$ cat config.mk
export PLATFORM = sky130hd
export DESIGN_NAME = fit_policy_block_allocator
export DESIGN_NICKNAME = d
export VERILOG_FILES = /design/src/rtl/fpba_pkg.sv /design/src/rtl/fpba_table.sv /design/src/rtl/fpba_engine.sv /design/src/rtl/fit_policy_block_allocator.sv
export SDC_FILE = /design/constraint.sdc
export NUM_CORES = 1
export LEC_CHECK = 0
export BUFFER_PORTS_ARGS = -buffer_cell sky130_fd_sc_hd__buf_2
export CAP_MARGIN = 20
export CORE_MARGIN = 5
export CORE_UTILIZATION = 60
export CTS_CLUSTER_DIAMETER = 50
export DETAILED_ROUTE_END_ITERATION = 16
export MAX_ROUTING_LAYER = met4
export PLACE_DENSITY = 0.78
export SYNTH_ARGS = -nofsm -noshare
export SYNTH_HDL_FRONTEND = slang
export SYNTH_SLANG_ARGS = --single-unit
export TNS_END_PERCENT = 100
$ cat constraint.sdc
create_clock -name clock -period 4.85 [get_ports clock]
set_input_delay 0.7275 -clock clock [delete_from_list [all_inputs] [get_ports clock]]
set_output_delay 0.7275 -clock clock [all_outputs]
set_load 0.01 [all_outputs]
$ cat src/rtl/fpba_pkg.sv
package fpba_pkg;

   // Table geometry. SIZE_BITS must not exceed VALUE_BITS.
   localparam int NUM_BLOCKS = 16;
   localparam int SIZE_BITS  = 16;
   localparam int IDX_BITS   = (NUM_BLOCKS > 1) ? $clog2(NUM_BLOCKS) : 1;
   localparam int CNT_BITS   = $clog2(NUM_BLOCKS + 1);

   // Fixed field widths of the ports.
   localparam int SEL_BITS    = 4;
   localparam int VALUE_BITS  = 16;
   localparam int POLICY_BITS = 2;
   localparam int BIU_BITS    = 5;
   localparam int CSR_ADDR_BITS = 1;
   localparam int CSR_DATA_BITS = 5;
   localparam int REQ_DATA_BITS = 24;
   localparam int RSP_DATA_BITS = 24;

   // Operation codes carried on tuser of the request channel.
   localparam logic FUNC_LOAD  = 1'b0;
   localparam logic FUNC_ALLOC = 1'b1;

   // Placement rules. The unused code behaves as first fit.
   localparam logic [POLICY_BITS-1:0] POL_FIRST = 2'd0;
   localparam logic [POLICY_BITS-1:0] POL_BEST  = 2'd1;
   localparam logic [POLICY_BITS-1:0] POL_WORST = 2'd2;

   // Register indexes of the configuration port.
   localparam logic [CSR_ADDR_BITS-1:0] REG_FIT_POLICY    = 1'b0;
   localparam logic [CSR_ADDR_BITS-1:0] REG_BLOCKS_IN_USE = 1'b1;

   localparam logic [BIU_BITS-1:0] BIU_RESET = 5'd16;

   typedef struct packed {
      logic                 rd_en;
      logic [IDX_BITS-1:0]  rd_addr;
      logic                 wr_en;
      logic [IDX_BITS-1:0]  wr_addr;
      logic [SIZE_BITS-1:0] wr_data;
   } tbl_req_type;

   typedef struct packed {
      logic                  granted;
      logic [SEL_BITS-1:0]   block_index;
      logic [VALUE_BITS-1:0] remaining_size;
   } res_type;

endpackage

$ cat src/rtl/fpba_table.sv
module fpba_table (
   input  logic                           clock,
   input  logic                           reset,
   input  fpba_pkg::tbl_req_type          tbl_req,
   output logic [fpba_pkg::SIZE_BITS-1:0] rd_data
);

   logic [fpba_pkg::SIZE_BITS-1:0]  mem_ff [fpba_pkg::NUM_BLOCKS];
   logic [fpba_pkg::NUM_BLOCKS-1:0] valid_ff;
   logic [fpba_pkg::SIZE_BITS-1:0]  rd_mem_ff;
   logic                            rd_valid_ff;

   always_ff @(posedge clock) begin
      if (tbl_req.wr_en) begin
         mem_ff[tbl_req.wr_addr] <= tbl_req.wr_data;
      end
      if (tbl_req.rd_en) begin
         rd_mem_ff <= mem_ff[tbl_req.rd_addr];
      end
   end

   // An entry never written since reset reads as zero.
   always_ff @(posedge clock) begin
      if (reset) begin
         valid_ff    <= '0;
         rd_valid_ff <= 1'b0;
      end else begin
         if (tbl_req.wr_en) begin
            valid_ff[tbl_req.wr_addr] <= 1'b1;
         end
         if (tbl_req.rd_en) begin
            rd_valid_ff <= valid_ff[tbl_req.rd_addr];
         end
      end
   end

   assign rd_data = rd_valid_ff ? rd_mem_ff : '0;

endmodule

$ cat src/rtl/fpba_engine.sv
module fpba_engine (
   input  logic                             clock,
   input  logic                             reset,
   input  logic                             req_valid,
   output logic                             req_ready,
   input  logic                             req_func,
   input  logic [fpba_pkg::SEL_BITS-1:0]    req_sel,
   input  logic [fpba_pkg::VALUE_BITS-1:0]  req_size,
   input  logic [fpba_pkg::POLICY_BITS-1:0] fit_policy,
   input  logic [fpba_pkg::BIU_BITS-1:0]    blocks_in_use,
   input  logic                             slot_free,
   output logic                             res_valid,
   output fpba_pkg::res_type                res,
   output fpba_pkg::tbl_req_type            tbl_req,
   input  logic [fpba_pkg::SIZE_BITS-1:0]   tbl_rd_data
);

   localparam logic [1:0] S_IDLE   = 2'd0;
   localparam logic [1:0] S_SCAN   = 2'd1;
   localparam logic [1:0] S_FINISH = 2'd2;

   logic [1:0]                     state_ff, state_in;
   logic                           func_ff, func_in;
   logic [fpba_pkg::SEL_BITS-1:0]  sel_ff, sel_in;
   logic [fpba_pkg::SIZE_BITS-1:0] size_ff, size_in;
   logic [fpba_pkg::CNT_BITS-1:0]  limit_ff, limit_in;
   logic [fpba_pkg::CNT_BITS-1:0]  rd_cnt_ff, rd_cnt_in;
   logic [fpba_pkg::CNT_BITS-1:0]  cmp_idx_ff, cmp_idx_in;
   logic                           found_ff, found_in;
   logic [fpba_pkg::IDX_BITS-1:0]  pick_ff, pick_in;
   logic [fpba_pkg::SIZE_BITS-1:0] pick_val_ff, pick_val_in;

   logic [fpba_pkg::CNT_BITS-1:0]  limit_now;
   logic                           fits, take, last, sel_ok;
   logic [fpba_pkg::SIZE_BITS-1:0] left;

   assign limit_now = (32'(blocks_in_use) > fpba_pkg::NUM_BLOCKS)
                      ? fpba_pkg::CNT_BITS'(fpba_pkg::NUM_BLOCKS)
                      : fpba_pkg::CNT_BITS'(blocks_in_use);

   assign fits = tbl_rd_data >= size_ff;
   assign last = fpba_pkg::CNT_BITS'(cmp_idx_ff + 1'b1) == limit_ff;
   assign sel_ok = 32'(sel_ff) < fpba_pkg::NUM_BLOCKS;
   assign left = pick_val_ff - size_ff;

   // Ties keep the earlier block, so only a strictly better size replaces it.
   always_comb begin
      take = 1'b0;
      if (fits) begin
         if (!found_ff) begin
            take = 1'b1;
         end else begin
            case (fit_policy)
               fpba_pkg::POL_BEST:  take = tbl_rd_data < pick_val_ff;
               fpba_pkg::POL_WORST: take = tbl_rd_data > pick_val_ff;
               default:             take = 1'b0;
            endcase
         end
      end
   end

   always_comb begin
      state_in    = state_ff;
      func_in     = func_ff;
      sel_in      = sel_ff;
      size_in     = size_ff;
      limit_in    = limit_ff;
      rd_cnt_in   = rd_cnt_ff;
      cmp_idx_in  = cmp_idx_ff;
      found_in    = found_ff;
      pick_in     = pick_ff;
      pick_val_in = pick_val_ff;
      req_ready   = 1'b0;
      res_valid   = 1'b0;
      res         = '0;
      tbl_req     = '0;

      case (state_ff)
         S_IDLE: begin
            req_ready = 1'b1;
            if (req_valid) begin
               func_in    = req_func;
               sel_in     = req_sel;
               size_in    = req_size[fpba_pkg::SIZE_BITS-1:0];
               limit_in   = limit_now;
               found_in   = 1'b0;
               pick_in    = '0;
               cmp_idx_in = '0;
               if (req_func == fpba_pkg::FUNC_ALLOC && limit_now != '0) begin
                  tbl_req.rd_en   = 1'b1;
                  tbl_req.rd_addr = '0;
                  rd_cnt_in       = fpba_pkg::CNT_BITS'(1);
                  state_in        = S_SCAN;
               end else begin
                  state_in = S_FINISH;
               end
            end
         end

         S_SCAN: begin
            // One entry is read ahead of the one being compared.
            if (rd_cnt_ff < limit_ff) begin
               tbl_req.rd_en   = 1'b1;
               tbl_req.rd_addr = rd_cnt_ff[fpba_pkg::IDX_BITS-1:0];
               rd_cnt_in       = rd_cnt_ff + 1'b1;
            end
            if (take) begin
               found_in    = 1'b1;
               pick_in     = cmp_idx_ff[fpba_pkg::IDX_BITS-1:0];
               pick_val_in = tbl_rd_data;
            end
            cmp_idx_in = cmp_idx_ff + 1'b1;
            if (last) begin
               state_in = S_FINISH;
            end
         end

         S_FINISH: begin
            if (slot_free) begin
               res_valid = 1'b1;
               state_in  = S_IDLE;
               if (func_ff == fpba_pkg::FUNC_LOAD) begin
                  if (sel_ok) begin
                     tbl_req.wr_en      = 1'b1;
                     tbl_req.wr_addr    = fpba_pkg::IDX_BITS'(sel_ff);
                     tbl_req.wr_data    = size_ff;
                     res.block_index    = sel_ff;
                     res.remaining_size = fpba_pkg::VALUE_BITS'(size_ff);
                  end
               end else if (found_ff) begin
                  tbl_req.wr_en      = 1'b1;
                  tbl_req.wr_addr    = pick_ff;
                  tbl_req.wr_data    = left;
                  res.granted        = 1'b1;
                  res.block_index    = fpba_pkg::SEL_BITS'(pick_ff);
                  res.remaining_size = fpba_pkg::VALUE_BITS'(left);
               end
            end
         end

         default: begin
            state_in = S_IDLE;
         end
      endcase
   end

   always_ff @(posedge clock) begin
      if (reset) begin
         state_ff <= S_IDLE;
      end else begin
         state_ff <= state_in;
      end
   end

   always_ff @(posedge clock) begin
      func_ff     <= func_in;
      sel_ff      <= sel_in;
      size_ff     <= size_in;
      limit_ff    <= limit_in;
      rd_cnt_ff   <= rd_cnt_in;
      cmp_idx_ff  <= cmp_idx_in;
      found_ff    <= found_in;
      pick_ff     <= pick_in;
      pick_val_ff <= pick_val_in;
   end

   a_res_needs_slot: assert property (@(posedge clock) disable iff (reset)
      res_valid |-> slot_free)
      else $error("result produced while the output register is occupied");

   a_scan_in_range: assert property (@(posedge clock) disable iff (reset)
      state_ff == S_SCAN |-> cmp_idx_ff < limit_ff)
      else $error("scan compares an entry beyond the blocks in use");

   a_write_on_finish: assert property (@(posedge clock) disable iff (reset)
      tbl_req.wr_en |-> (state_ff == S_FINISH && res_valid))
      else $error("table written outside the finishing step");

   a_pick_fits: assert property (@(posedge clock) disable iff (reset)
      (state_ff == S_FINISH && func_ff == fpba_pkg::FUNC_ALLOC && found_ff)
      |-> pick_val_ff >= size_ff)
      else $error("chosen block is smaller than the request");

   a_no_read_in_finish: assert property (@(posedge clock) disable iff (reset)
      state_ff == S_FINISH |-> !tbl_req.rd_en)
      else $error("table read while a result is being written back");

endmodule

$ cat src/rtl/fit_policy_block_allocator.sv
// Channel  Direction  Handshake             Payload
// req      in         req_tvalid/tready     tuser: func; tdata: block_select, size_value
// rsp      out        rsp_tvalid/tready     tuser: granted; tdata: block_index, remaining_size
// csr      in         csr_we                csr_addr: register index; csr_wdata: value
//
// An allocate scans the first min(blocks_in_use, 16) entries, all 16 at the reset setting:
// the free-size table sits in one synchronous memory with one read and one write port,
// and the scan reads the entries in order before the chosen block is written back.
// Reset is synchronous; it clears the table (through per-entry valid bits) and the result
// valid flag and loads the configuration registers' reset values, with no clearing pass.
// A request is taken while a previous result still waits in the output register;
// the engine holds its finished result until that register is free.
module fit_policy_block_allocator (
   input  logic                                clock,
   input  logic                                reset,
   input  logic                                req_tvalid,
   output logic                                req_tready,
   input  logic [fpba_pkg::REQ_DATA_BITS-1:0]  req_tdata,  // block_select, size_value, zeros
   input  logic                                req_tuser,  // func
   output logic                                rsp_tvalid,
   input  logic                                rsp_tready,
   output logic [fpba_pkg::RSP_DATA_BITS-1:0]  rsp_tdata,  // block_index, remaining_size, zeros
   output logic                                rsp_tuser,  // granted
   input  logic                                csr_we,
   input  logic [fpba_pkg::CSR_ADDR_BITS-1:0]  csr_addr,
   input  logic [fpba_pkg::CSR_DATA_BITS-1:0]  csr_wdata
);

   logic [fpba_pkg::POLICY_BITS-1:0] fit_policy_ff;
   logic [fpba_pkg::BIU_BITS-1:0]    blocks_in_use_ff;
   logic                             rsp_valid_ff, rsp_valid_in;
   fpba_pkg::res_type                rsp_res_ff, rsp_res_in;

   logic                             slot_free;
   logic                             res_valid;
   fpba_pkg::res_type                res;
   fpba_pkg::tbl_req_type            tbl_req;
   logic [fpba_pkg::SIZE_BITS-1:0]   tbl_rd_data;

   always_ff @(posedge clock) begin
      if (reset) begin
         fit_policy_ff    <= fpba_pkg::POL_FIRST;
         blocks_in_use_ff <= fpba_pkg::BIU_RESET;
      end else if (csr_we) begin
         case (csr_addr)
            fpba_pkg::REG_FIT_POLICY:
               fit_policy_ff <= csr_wdata[fpba_pkg::POLICY_BITS-1:0];
            fpba_pkg::REG_BLOCKS_IN_USE:
               blocks_in_use_ff <= csr_wdata[fpba_pkg::BIU_BITS-1:0];
            default: begin
            end
         endcase
      end
   end

   assign slot_free = !rsp_valid_ff || rsp_tready;

   always_comb begin
      rsp_valid_in = rsp_valid_ff;
      rsp_res_in   = rsp_res_ff;
      if (res_valid) begin
         rsp_valid_in = 1'b1;
         rsp_res_in   = res;
      end else if (rsp_tready) begin
         rsp_valid_in = 1'b0;
      end
   end

   always_ff @(posedge clock) begin
      if (reset) begin
         rsp_valid_ff <= 1'b0;
      end else begin
         rsp_valid_ff <= rsp_valid_in;
      end
   end

   always_ff @(posedge clock) begin
      rsp_res_ff <= rsp_res_in;
   end

   fpba_engine u_engine (
      .clock         (clock),
      .reset         (reset),
      .req_valid     (req_tvalid),
      .req_ready     (req_tready),
      .req_func      (req_tuser),
      .req_sel       (req_tdata[fpba_pkg::SEL_BITS-1:0]),
      .req_size      (req_tdata[fpba_pkg::SEL_BITS +: fpba_pkg::VALUE_BITS]),
      .fit_policy    (fit_policy_ff),
      .blocks_in_use (blocks_in_use_ff),
      .slot_free     (slot_free),
      .res_valid     (res_valid),
      .res           (res),
      .tbl_req       (tbl_req),
      .tbl_rd_data   (tbl_rd_data)
   );

   fpba_table u_table (
      .clock   (clock),
      .reset   (reset),
      .tbl_req (tbl_req),
      .rd_data (tbl_rd_data)
   );

   assign rsp_tvalid = rsp_valid_ff;
   assign rsp_tuser  = rsp_res_ff.granted;
   assign rsp_tdata  = {{(fpba_pkg::RSP_DATA_BITS - fpba_pkg::SEL_BITS
                          - fpba_pkg::VALUE_BITS){1'b0}},
                        rsp_res_ff.remaining_size, rsp_res_ff.block_index};

endmodule
==> results of run 1 <==
## cell usage after synthesis (all sizes together), types with 4 or more instances
| cell | n |
|---|---|
| edfxtp | 350 |
| nor2b | 84 |
| a22o | 6 |
| ha | 52 |
| mux2i | 36 |
| o22ai | 4 |
| clkbuf | 43 |
| and2 | 28 |
| nand2b | 7 |
| inv | 46 |
| nand2 | 121 |
| o21a | 4 |
| a2111oi | 5 |
| a21oi | 58 |
| nor2 | 58 |
| a211oi | 120 |
| o211ai | 4 |
| xor2 | 10 |
| a31oi | 36 |
| a21o | 7 |
| xnor2 | 12 |
| dfxtp | 27 |
| buf | 24 |
| nand3 | 20 |
| o21ai | 40 |
| and3 | 8 |
## power by group through the flow
stage | logic [mW] | clock network (mW) | registers, mW
finish | 0.534 | 2.89 | 3.70
global placement | 0.512 | 0 | 3.77
CTS | 0.535 | 2.93 | 3.70
detailed placement | 0.529 | 0 | 3.77
global route | 0.591 | 3.08 | 3.71
floorplan | 0.365 | 0 | 3.76
## critical path, delay by kind of cell (launching register included)
kind | cells | cell delay [ps]
buf+inv | 3 | 330
compound gates | 6 | 1410
flops | 1 | 380
fa+ha+maj | 2 | 580
xor+xnor | 1 | 220
simple gates | 1 | 450
## path summary, 6_finish.rpt
check / endpoint / slack, ps / cells past startpoint
setup / recovery: u_table.mem_ff[1][14] / 1200 / 13
hold / removal: u_engine.size_ff[8] / 380 / 1
setup reg to reg: u_table.mem_ff[1][14] / 1200 / 13
hold reg to reg: u_table.valid_ff[7] / 470 / 2
## flip-flops by register name, indices dropped and copies added, names as in the netlist, 2 cells and up
register	count
u_table.mem_ff	256
rsp_tdata	20
u_engine.pick_val_ff	16
u_engine.size_ff	16
u_table.rd_mem_ff	16
u_table.valid_ff	16
blocks_in_use_ff	5
u_engine.cmp_idx_ff	5
u_engine.limit_ff	5
u_engine.rd_cnt_ff	5
u_engine.pick_ff	4
u_engine.sel_ff	4
fit_policy_ff	2
u_engine.state_ff	2
## layer usage
metal | vias up | track usage [%] | part of all wire, %
met5 | - | - | 0
met4 | 0 | 6.04 | 2.2
met3 | 67 | 3.06 | 5.9
met2 | 347 | 41.5 | 52
met1 | 4966 | 29.5 | 40
li1 | 4861 | - | -
## final cells by class
class | instances | area (µm²) | area share (%)
sequential | 377 | 11100 | 59.5
multi-input combinational | 765 | 5060 | 27.2
timing repair buffer | 95 | 616 | 3.31
tap | 341 | 427 | 2.30
clock inverter | 21 | 216 | 1.16
clock buffer | 49 | 1040 | 5.61
inverter | 46 | 173 | 0.929
## cells by family (layout without fill, tap and decap cells)
family,Yosys count,after routing
compound gates,308,308
xor+xnor,22,22
fa+ha+maj,54,54
buf+inv,113,211
flops,377,377
mux,37,37
other cells,1,4
simple gates,340,340
## metrics by stage
| step | setup WS, ps | area [µm²] | hold slack, ps | instances | util (%) |
|---|---|---|---|---|---|
| 2_1_floorplan | 700 | 16500 | 432 | 1255 | - |
| 3_3_place_gp | 1350 | 17300 | 442 | 1623 | 64.1 |
| 3_5_place_dp | 1280 | 17300 | 459 | 1624 | 64.1 |
| 4_1_cts | 1260 | 18600 | 365 | 1694 | 68.8 |
| 5_1_grt | 987 | 18600 | 362 | 1694 | 68.8 |
| 6_report | 1200 | 18600 | 376 | 1694 | 68.8 |
==> out/metrics.yaml, run 1 <==
run_status:
  status: "finished clean"
worst_setup_path:
  worstSetupStartpointType: "flop"
  criticalPathCategory: "reg -> reg"
  path_common_cell: "sky130_fd_sc_hd__inv_1"
  critical_path.slowest_cell: "sky130_fd_sc_hd__or4_1"
  worstPathRequired_ps: 5110
  cp-startpoint: "u_engine.pick_val_ff[0]"
  worstPathCellList: "inv_1 -> ha_1 -> inv_1 -> fa_1 -> a211oi_1 -> o21bai_1 -> a21oi_1 -> o31ai_1 -> or4_1 -> a31oi_1 -> xor2_1 -> o21ai_1 -> buf_4"
  worst-endpoint-arrival_ps: 3910
  worst_path_largest_cell_delay_ps: 450
  maximum_fanout_encountered_on_the_critical_timing_path: 16
  r2r-start: "u_engine.pick_val_ff[0]"
  crit_path_end_kind: "flop"
synthesis:
  synthAdderAreaFrac_pct: 4.12
  synth_sequential_area_ratio_pct: 66.8
  yosys-mux-area-fraction_pct: 2.25
  share_of_the_synthesized_area_in_compound_gates_ao_oa_aoi_oai_pct: 12.6
  synthesized_area_divided_by_synthesized_cell_count_um2: 13.2
  yosysWarningCount: 0
  netlist_instances: 1252
  yosys.area_share.xor_xnor_pct: 1.17
  synth.top_cell.area_share_pct: 63.6
  post_synth_instance_area_um2: 16500
  synth-seq-cells: 377
  synth_cell_types: 61
  synth_top_cells_by_area: "sky130_fd_sc_hd__edfxtp_1 64%, sky130_fd_sc_hd__a211oi_1 5.4%, sky130_fd_sc_hd__ha_1 3.9%, sky130_fd_sc_hd__dfxtp_1 3.3%, sky130_fd_sc_hd__nor2b_1 3.2%"
  synth_top_area_cell: "sky130_fd_sc_hd__edfxtp_1"
  postSynth.asyncResetShare_pct: 0
  combinational_family_with_the_most_area_after_synthesis: "compound AO/OA/AOI/OAI gates"
  synth_enable_flop_cells: 350
  synthSimpleGateAreaFrac_pct: 10.1
  synthFlopType: "sky130_fd_sc_hd__edfxtp_1"
sta:
  setup_tns_ps: 0
  final.period_utilization_pct: 75.2
  slew_violations: 0
  timing.final.setup_violations: 0
  rsz0062_at_grt: "no"
  timing_hold_violations_final: 0
  min_period_ps: 3650
  max-slew-margin-rel_pct: 25.7
  worstMarginPinSlew_ps: 1110
  fin_skew_ps: 16.4
  clock.fmax_ghz: 0.274
global_routing:
  gr-total-overflow: 0
  wire_length_of_the_first_global_routing_pass_um: 55000
  first_global_vias: 9899
  grt_max_degree: 69
  gr-usage-all-layers_pct: 23.6
  antenna_found_initial: 0
pwr:
  power_density_nw_per_um2: 383
  power.switching_fraction_pct: 22.3
  p_int_mw: 5.54
  power.clock.fraction_pct: 40.5
  total_switching_power_mw: 1.59
  worst_ir_drop_vdd_uv: 239
  seq_power_share_pct: 52.0
  combinationalPowerShare_pct: 7.5
  power.leakage_nw: 6.64
  p_total_mw: 7.13
worst_hold_path:
  min_path_type: "in -> reg"
  start_point_of_the_worst_min_delay_path: "req_tdata[12]"
detailed_routing:
  firstDrtPassIters: 6
  avg_wl_per_cell_um: 21.0
  drt.antenna.violating_nets: 0
  drt_iter0_drc: 910
  drt_drc_violations_left: 0
  routed_via_density: 6.05
  via_count: 10200
  detail_route.wirelength_um: 35600
clock_network:
  clk_root_buffer_cell: "sky130_fd_sc_hd__clkbuf_16"
  cts.path.max_buffers: 3
  hold_buffers: 0
  cts_setup_buffers: 0
  numCtsBuffers: 38
  tritoncts: "built"
  clk_pin_slew_ps: 60
  total_number_of_clock_tree_sinks: 377
  clkLatencyLatePin_ps: 530
  cts_repair_resize_count: 0
  htree_levels: 2
layout:
  ant_diodes: 0
  nNetsFinal: 1412
  area_growth_pct: 12.4
  final_common_cell: "sky130_fd_sc_hd__edfxtp_1"
  most_frequent_cells_in_the_layout: "350 x sky130_fd_sc_hd__edfxtp_1, 120 x sky130_fd_sc_hd__nand2_1, 119 x sky130_fd_sc_hd__a211oi_1"
  fraction_of_layout_cells_with_a_size_suffix_above_1_pct: 13.4
  num-fill-cells: 1786
placed_design:
  detailed_place_hpwl_um: 21600
  gpl.final_weighted_congestion: 0.848
  place.port_buffers: 54
die:
  dieHeight_um: 176
  row_count: 60
  start_util_pct: 61.2
  floorplan_core_area_um2: 27000
  pin_count: 63
  die_area_um2: 31000
  die_width_um: 176
flow_run:
  max_cap_violations: 0
Power figures use the tool's default switching activity.
==> run 2, diff against run 1 <==
clock period = 3.47 ns   (was 4.85 ns; I/O delays follow)
==> run 2 against run 1 <==
Power grew 43%. Via count grew 1.2%. Clock skew shrank 2.5 ps. Largest cell class unchanged. Wire length grew 2.1%. Critical path type unchanged. Register-to-register slack lost 1000 ps. Non-clock buffer count grew 13. Die area is the same. Worst hold slack lost 210 ps. Count of clock-buffer cells in the layout shrank 1.
==> out/metrics.yaml, run 2 (same netlist as run 1, synthesis figures left out) <==
clock_network:
  cts.path.max_buffers: 3  # unchanged
  total_number_of_clock_tree_sinks: 377  # unchanged
  numCtsBuffers: 39  # +2.6%
  clk_pin_slew_ps: 60  # about the same
  hold_buffers: 0  # unchanged
  tritoncts: "built"
  clkLatencyLatePin_ps: 530  # about the same
  htree_levels: 2  # unchanged
  clk_root_buffer_cell: "sky130_fd_sc_hd__clkbuf_16"
detailed_routing:
  drt_iter0_drc: 901  # -0.99%
  detail_route.wirelength_um: 36400  # +2.1%
  drt.antenna.violating_nets: 0  # unchanged
  via_count: 10400  # +1.2%
  firstDrtPassIters: 5  # -1
  avg_wl_per_cell_um: 21.3  # +1.2%
  drt_drc_violations_left: 0  # unchanged
  routed_via_density: 6.06  # +0.30%
die:
  floorplan_core_area_um2: 27000  # unchanged
  die_area_um2: 31000  # unchanged
  row_count: 60  # unchanged
  pin_count: 63  # unchanged
  dieHeight_um: 176  # unchanged
  die_width_um: 176  # unchanged
  start_util_pct: 61.2  # unchanged
worst_setup_path:
  worst_path_largest_cell_delay_ps: 450  # about the same
  worstSetupStartpointType: "flop"
  path_common_cell: "sky130_fd_sc_hd__inv_1"
  worst-endpoint-arrival_ps: 3530  # -380 ps
  maximum_fanout_encountered_on_the_critical_timing_path: 16  # unchanged
  crit_path_end_kind: "flop"
  r2r_worst_path_depth: 13  # unchanged
  timing.rr.end: "u_table.mem_ff[13][14]"
  worst-path-buf-inv: 3  # unchanged
  r2r_setup_slack_ps: 200  # -1010 ps
  worstPathRequired_ps: 3730  # -1380 ps
  cp-startpoint: "u_engine.pick_val_ff[0]"
  critical_path.slowest_cell: "sky130_fd_sc_hd__fa_1"
  r2r-start: "u_engine.pick_val_ff[0]"
  criticalPathCategory: "reg -> reg"
  worstPathCellList: "inv_1 -> ha_1 -> inv_1 -> fa_1 -> a211oi_2 -> o21bai_1 -> a21oi_2 -> o31ai_1 -> or4_1 -> a31oi_2 -> xor2_1 -> o21ai_1 -> buf_4"
  timing.critical_path.max_delay_family: "compound AO/OA/AOI/OAI gates"
sta:
  min_period_ps: 3270  # -374 ps
  slew_violations: 0  # unchanged
  fin_skew_ps: 13.9  # -2.54 ps
  clock.fmax_ghz: 0.306  # +11%
  worstMarginPinSlew_ps: 855  # -257 ps
  timing_hold_violations_final: 0  # unchanged
  max-slew-margin-rel_pct: 41.5  # +16 points
  timing.final.setup_violations: 0  # unchanged
  final.period_utilization_pct: 94.3  # +19 points
  rsz0062_at_grt: "no"
  setup_tns_ps: 0  # unchanged
  fin_hold_ws_ps: 164  # -213 ps
flow_run:
  max_cap_violations: 0  # unchanged
layout:
  largest_reg_flops: 256  # unchanged
  most_frequent_cells_in_the_layout: "350 x sky130_fd_sc_hd__edfxtp_1, 120 x sky130_fd_sc_hd__nand2_1, 118 x sky130_fd_sc_hd__a211oi_1"
  largest-register: "u_table.mem_ff"
  area_growth_pct: 13.6
  nNetsFinal: 1426  # +0.99%
  final_common_cell: "sky130_fd_sc_hd__edfxtp_1"
  fraction_of_layout_cells_with_a_size_suffix_above_1_pct: 14.1  # +0.73 points
  ant_diodes: 0  # unchanged
pwr:
  total_switching_power_mw: 2.26  # +42%
  power_density_nw_per_um2: 541  # +41%
  worst_ir_drop_vdd_uv: 484  # +100%
  combinationalPowerShare_pct: 7.6  # about the same
  seq_power_share_pct: 50.9  # -1.1 points
  power.clock.fraction_pct: 41.4  # +0.9 points
  power.switching_fraction_pct: 22.2  # -0.026 points
  p_total_mw: 10.2  # +43%
  p_int_mw: 7.90  # +43%
  power.leakage_nw: 6.72  # +1.2%
placed_design:
  place.port_buffers: 54  # unchanged
  detailed_place_hpwl_um: 22200  # +2.8%
  gpl.final_weighted_congestion: 0.837  # -1.3%
worst_hold_path:
  hold_depth: 1  # unchanged
  min_delay_worst_endpoint: "u_engine.size_ff[8]"
  start_point_of_the_worst_min_delay_path: "req_tdata[12]"
  min_path_type: "in -> reg"
global_routing:
  antenna_found_initial: 0  # unchanged
  grt_max_degree: 109  # +58%
  gr-total-overflow: 0  # unchanged
  wire_length_of_the_first_global_routing_pass_um: 56600  # +2.8%
  gr-usage-all-layers_pct: 24.4  # +0.72 points
  first_global_vias: 10400  # +5.2%
run_status:
  status: "finished clean"
[run 2: changes by cell type in the layout (fill, tap and decap cells not counted), moves of 2 or more]
cell,delta
sky130_fd_sc_hd__buf_4,+10
sky130_fd_sc_hd__clkinv_8,-2
sky130_fd_sc_hd__clkinvlp_4,+2
sky130_fd_sc_hd__clkbuf_8,-3
sky130_fd_sc_hd__clkinv_2,-7
sky130_fd_sc_hd__inv_6,+5
sky130_fd_sc_hd__clkinv_4,-3
sky130_fd_sc_hd__bufinv_16,+2
sky130_fd_sc_hd__buf_12,+3
sky130_fd_sc_hd__clkinv_1,+5
[run 2: layout make-up]
class                           instances  area [µm²]
Sequential cell                       377       11100
Fill cell                            1805        8250
Multi-Input combinational cell        765        5080
Clock buffer                           48        1030
Timing Repair Buffer                  108         751
Tap cell                              341         427
Clock inverter                         24         272
Inverter                               46         173
[run 2: routing by layer]
layer / global-route usage, % / wire length, µm
met3: 3.36 / 1960
met4: 7.86 / 1040
met1: 29.6 / 14300
met2: 42.7 / 19100
met5: - / 0
[run 2: worst max-delay path by stage]
stage,endpoint,slack (ps),cells past startpoint
6_report,u_table.mem_ff[13][14],200,13
2_1_floorplan,u_table.mem_ff[13][0],10,8
3_5_place_dp,u_table.mem_ff[13][14],150,13
4_1_cts,u_table.mem_ff[13][14],100,13
5_1_grt,u_table.mem_ff[11][14],4,13
3_3_place_gp,u_table.mem_ff[9][14],140,13
[run 2: per-stage QoR]
step	utilization (%)	area, µm²	instances	worst slack, ps
2_1_floorplan	-	16500	1255	12.3
3_3_place_gp	64.6	17500	1637	142
3_5_place_dp	64.6	17500	1637	146
4_1_cts	69.4	18800	1709	97.2
5_1_grt	69.5	18800	1709	3.80
6_report	69.5	18800	1709	198
[run 2: repair_timing]
item,CTS,global route
buffers inserted,0,0
setup endpoints to repair,0,37
resized for setup,0,5
[run 2: power by group through the flow]
stage               logic [mW]  clock network [mW]  registers [mW]
floorplan                0.510                   0            5.25
global placement         0.739                   0            5.26
detailed placement       0.767                   0            5.26
CTS                      0.774                4.26            5.17
global route             0.856                4.48            5.18
finish                   0.776                4.21            5.17
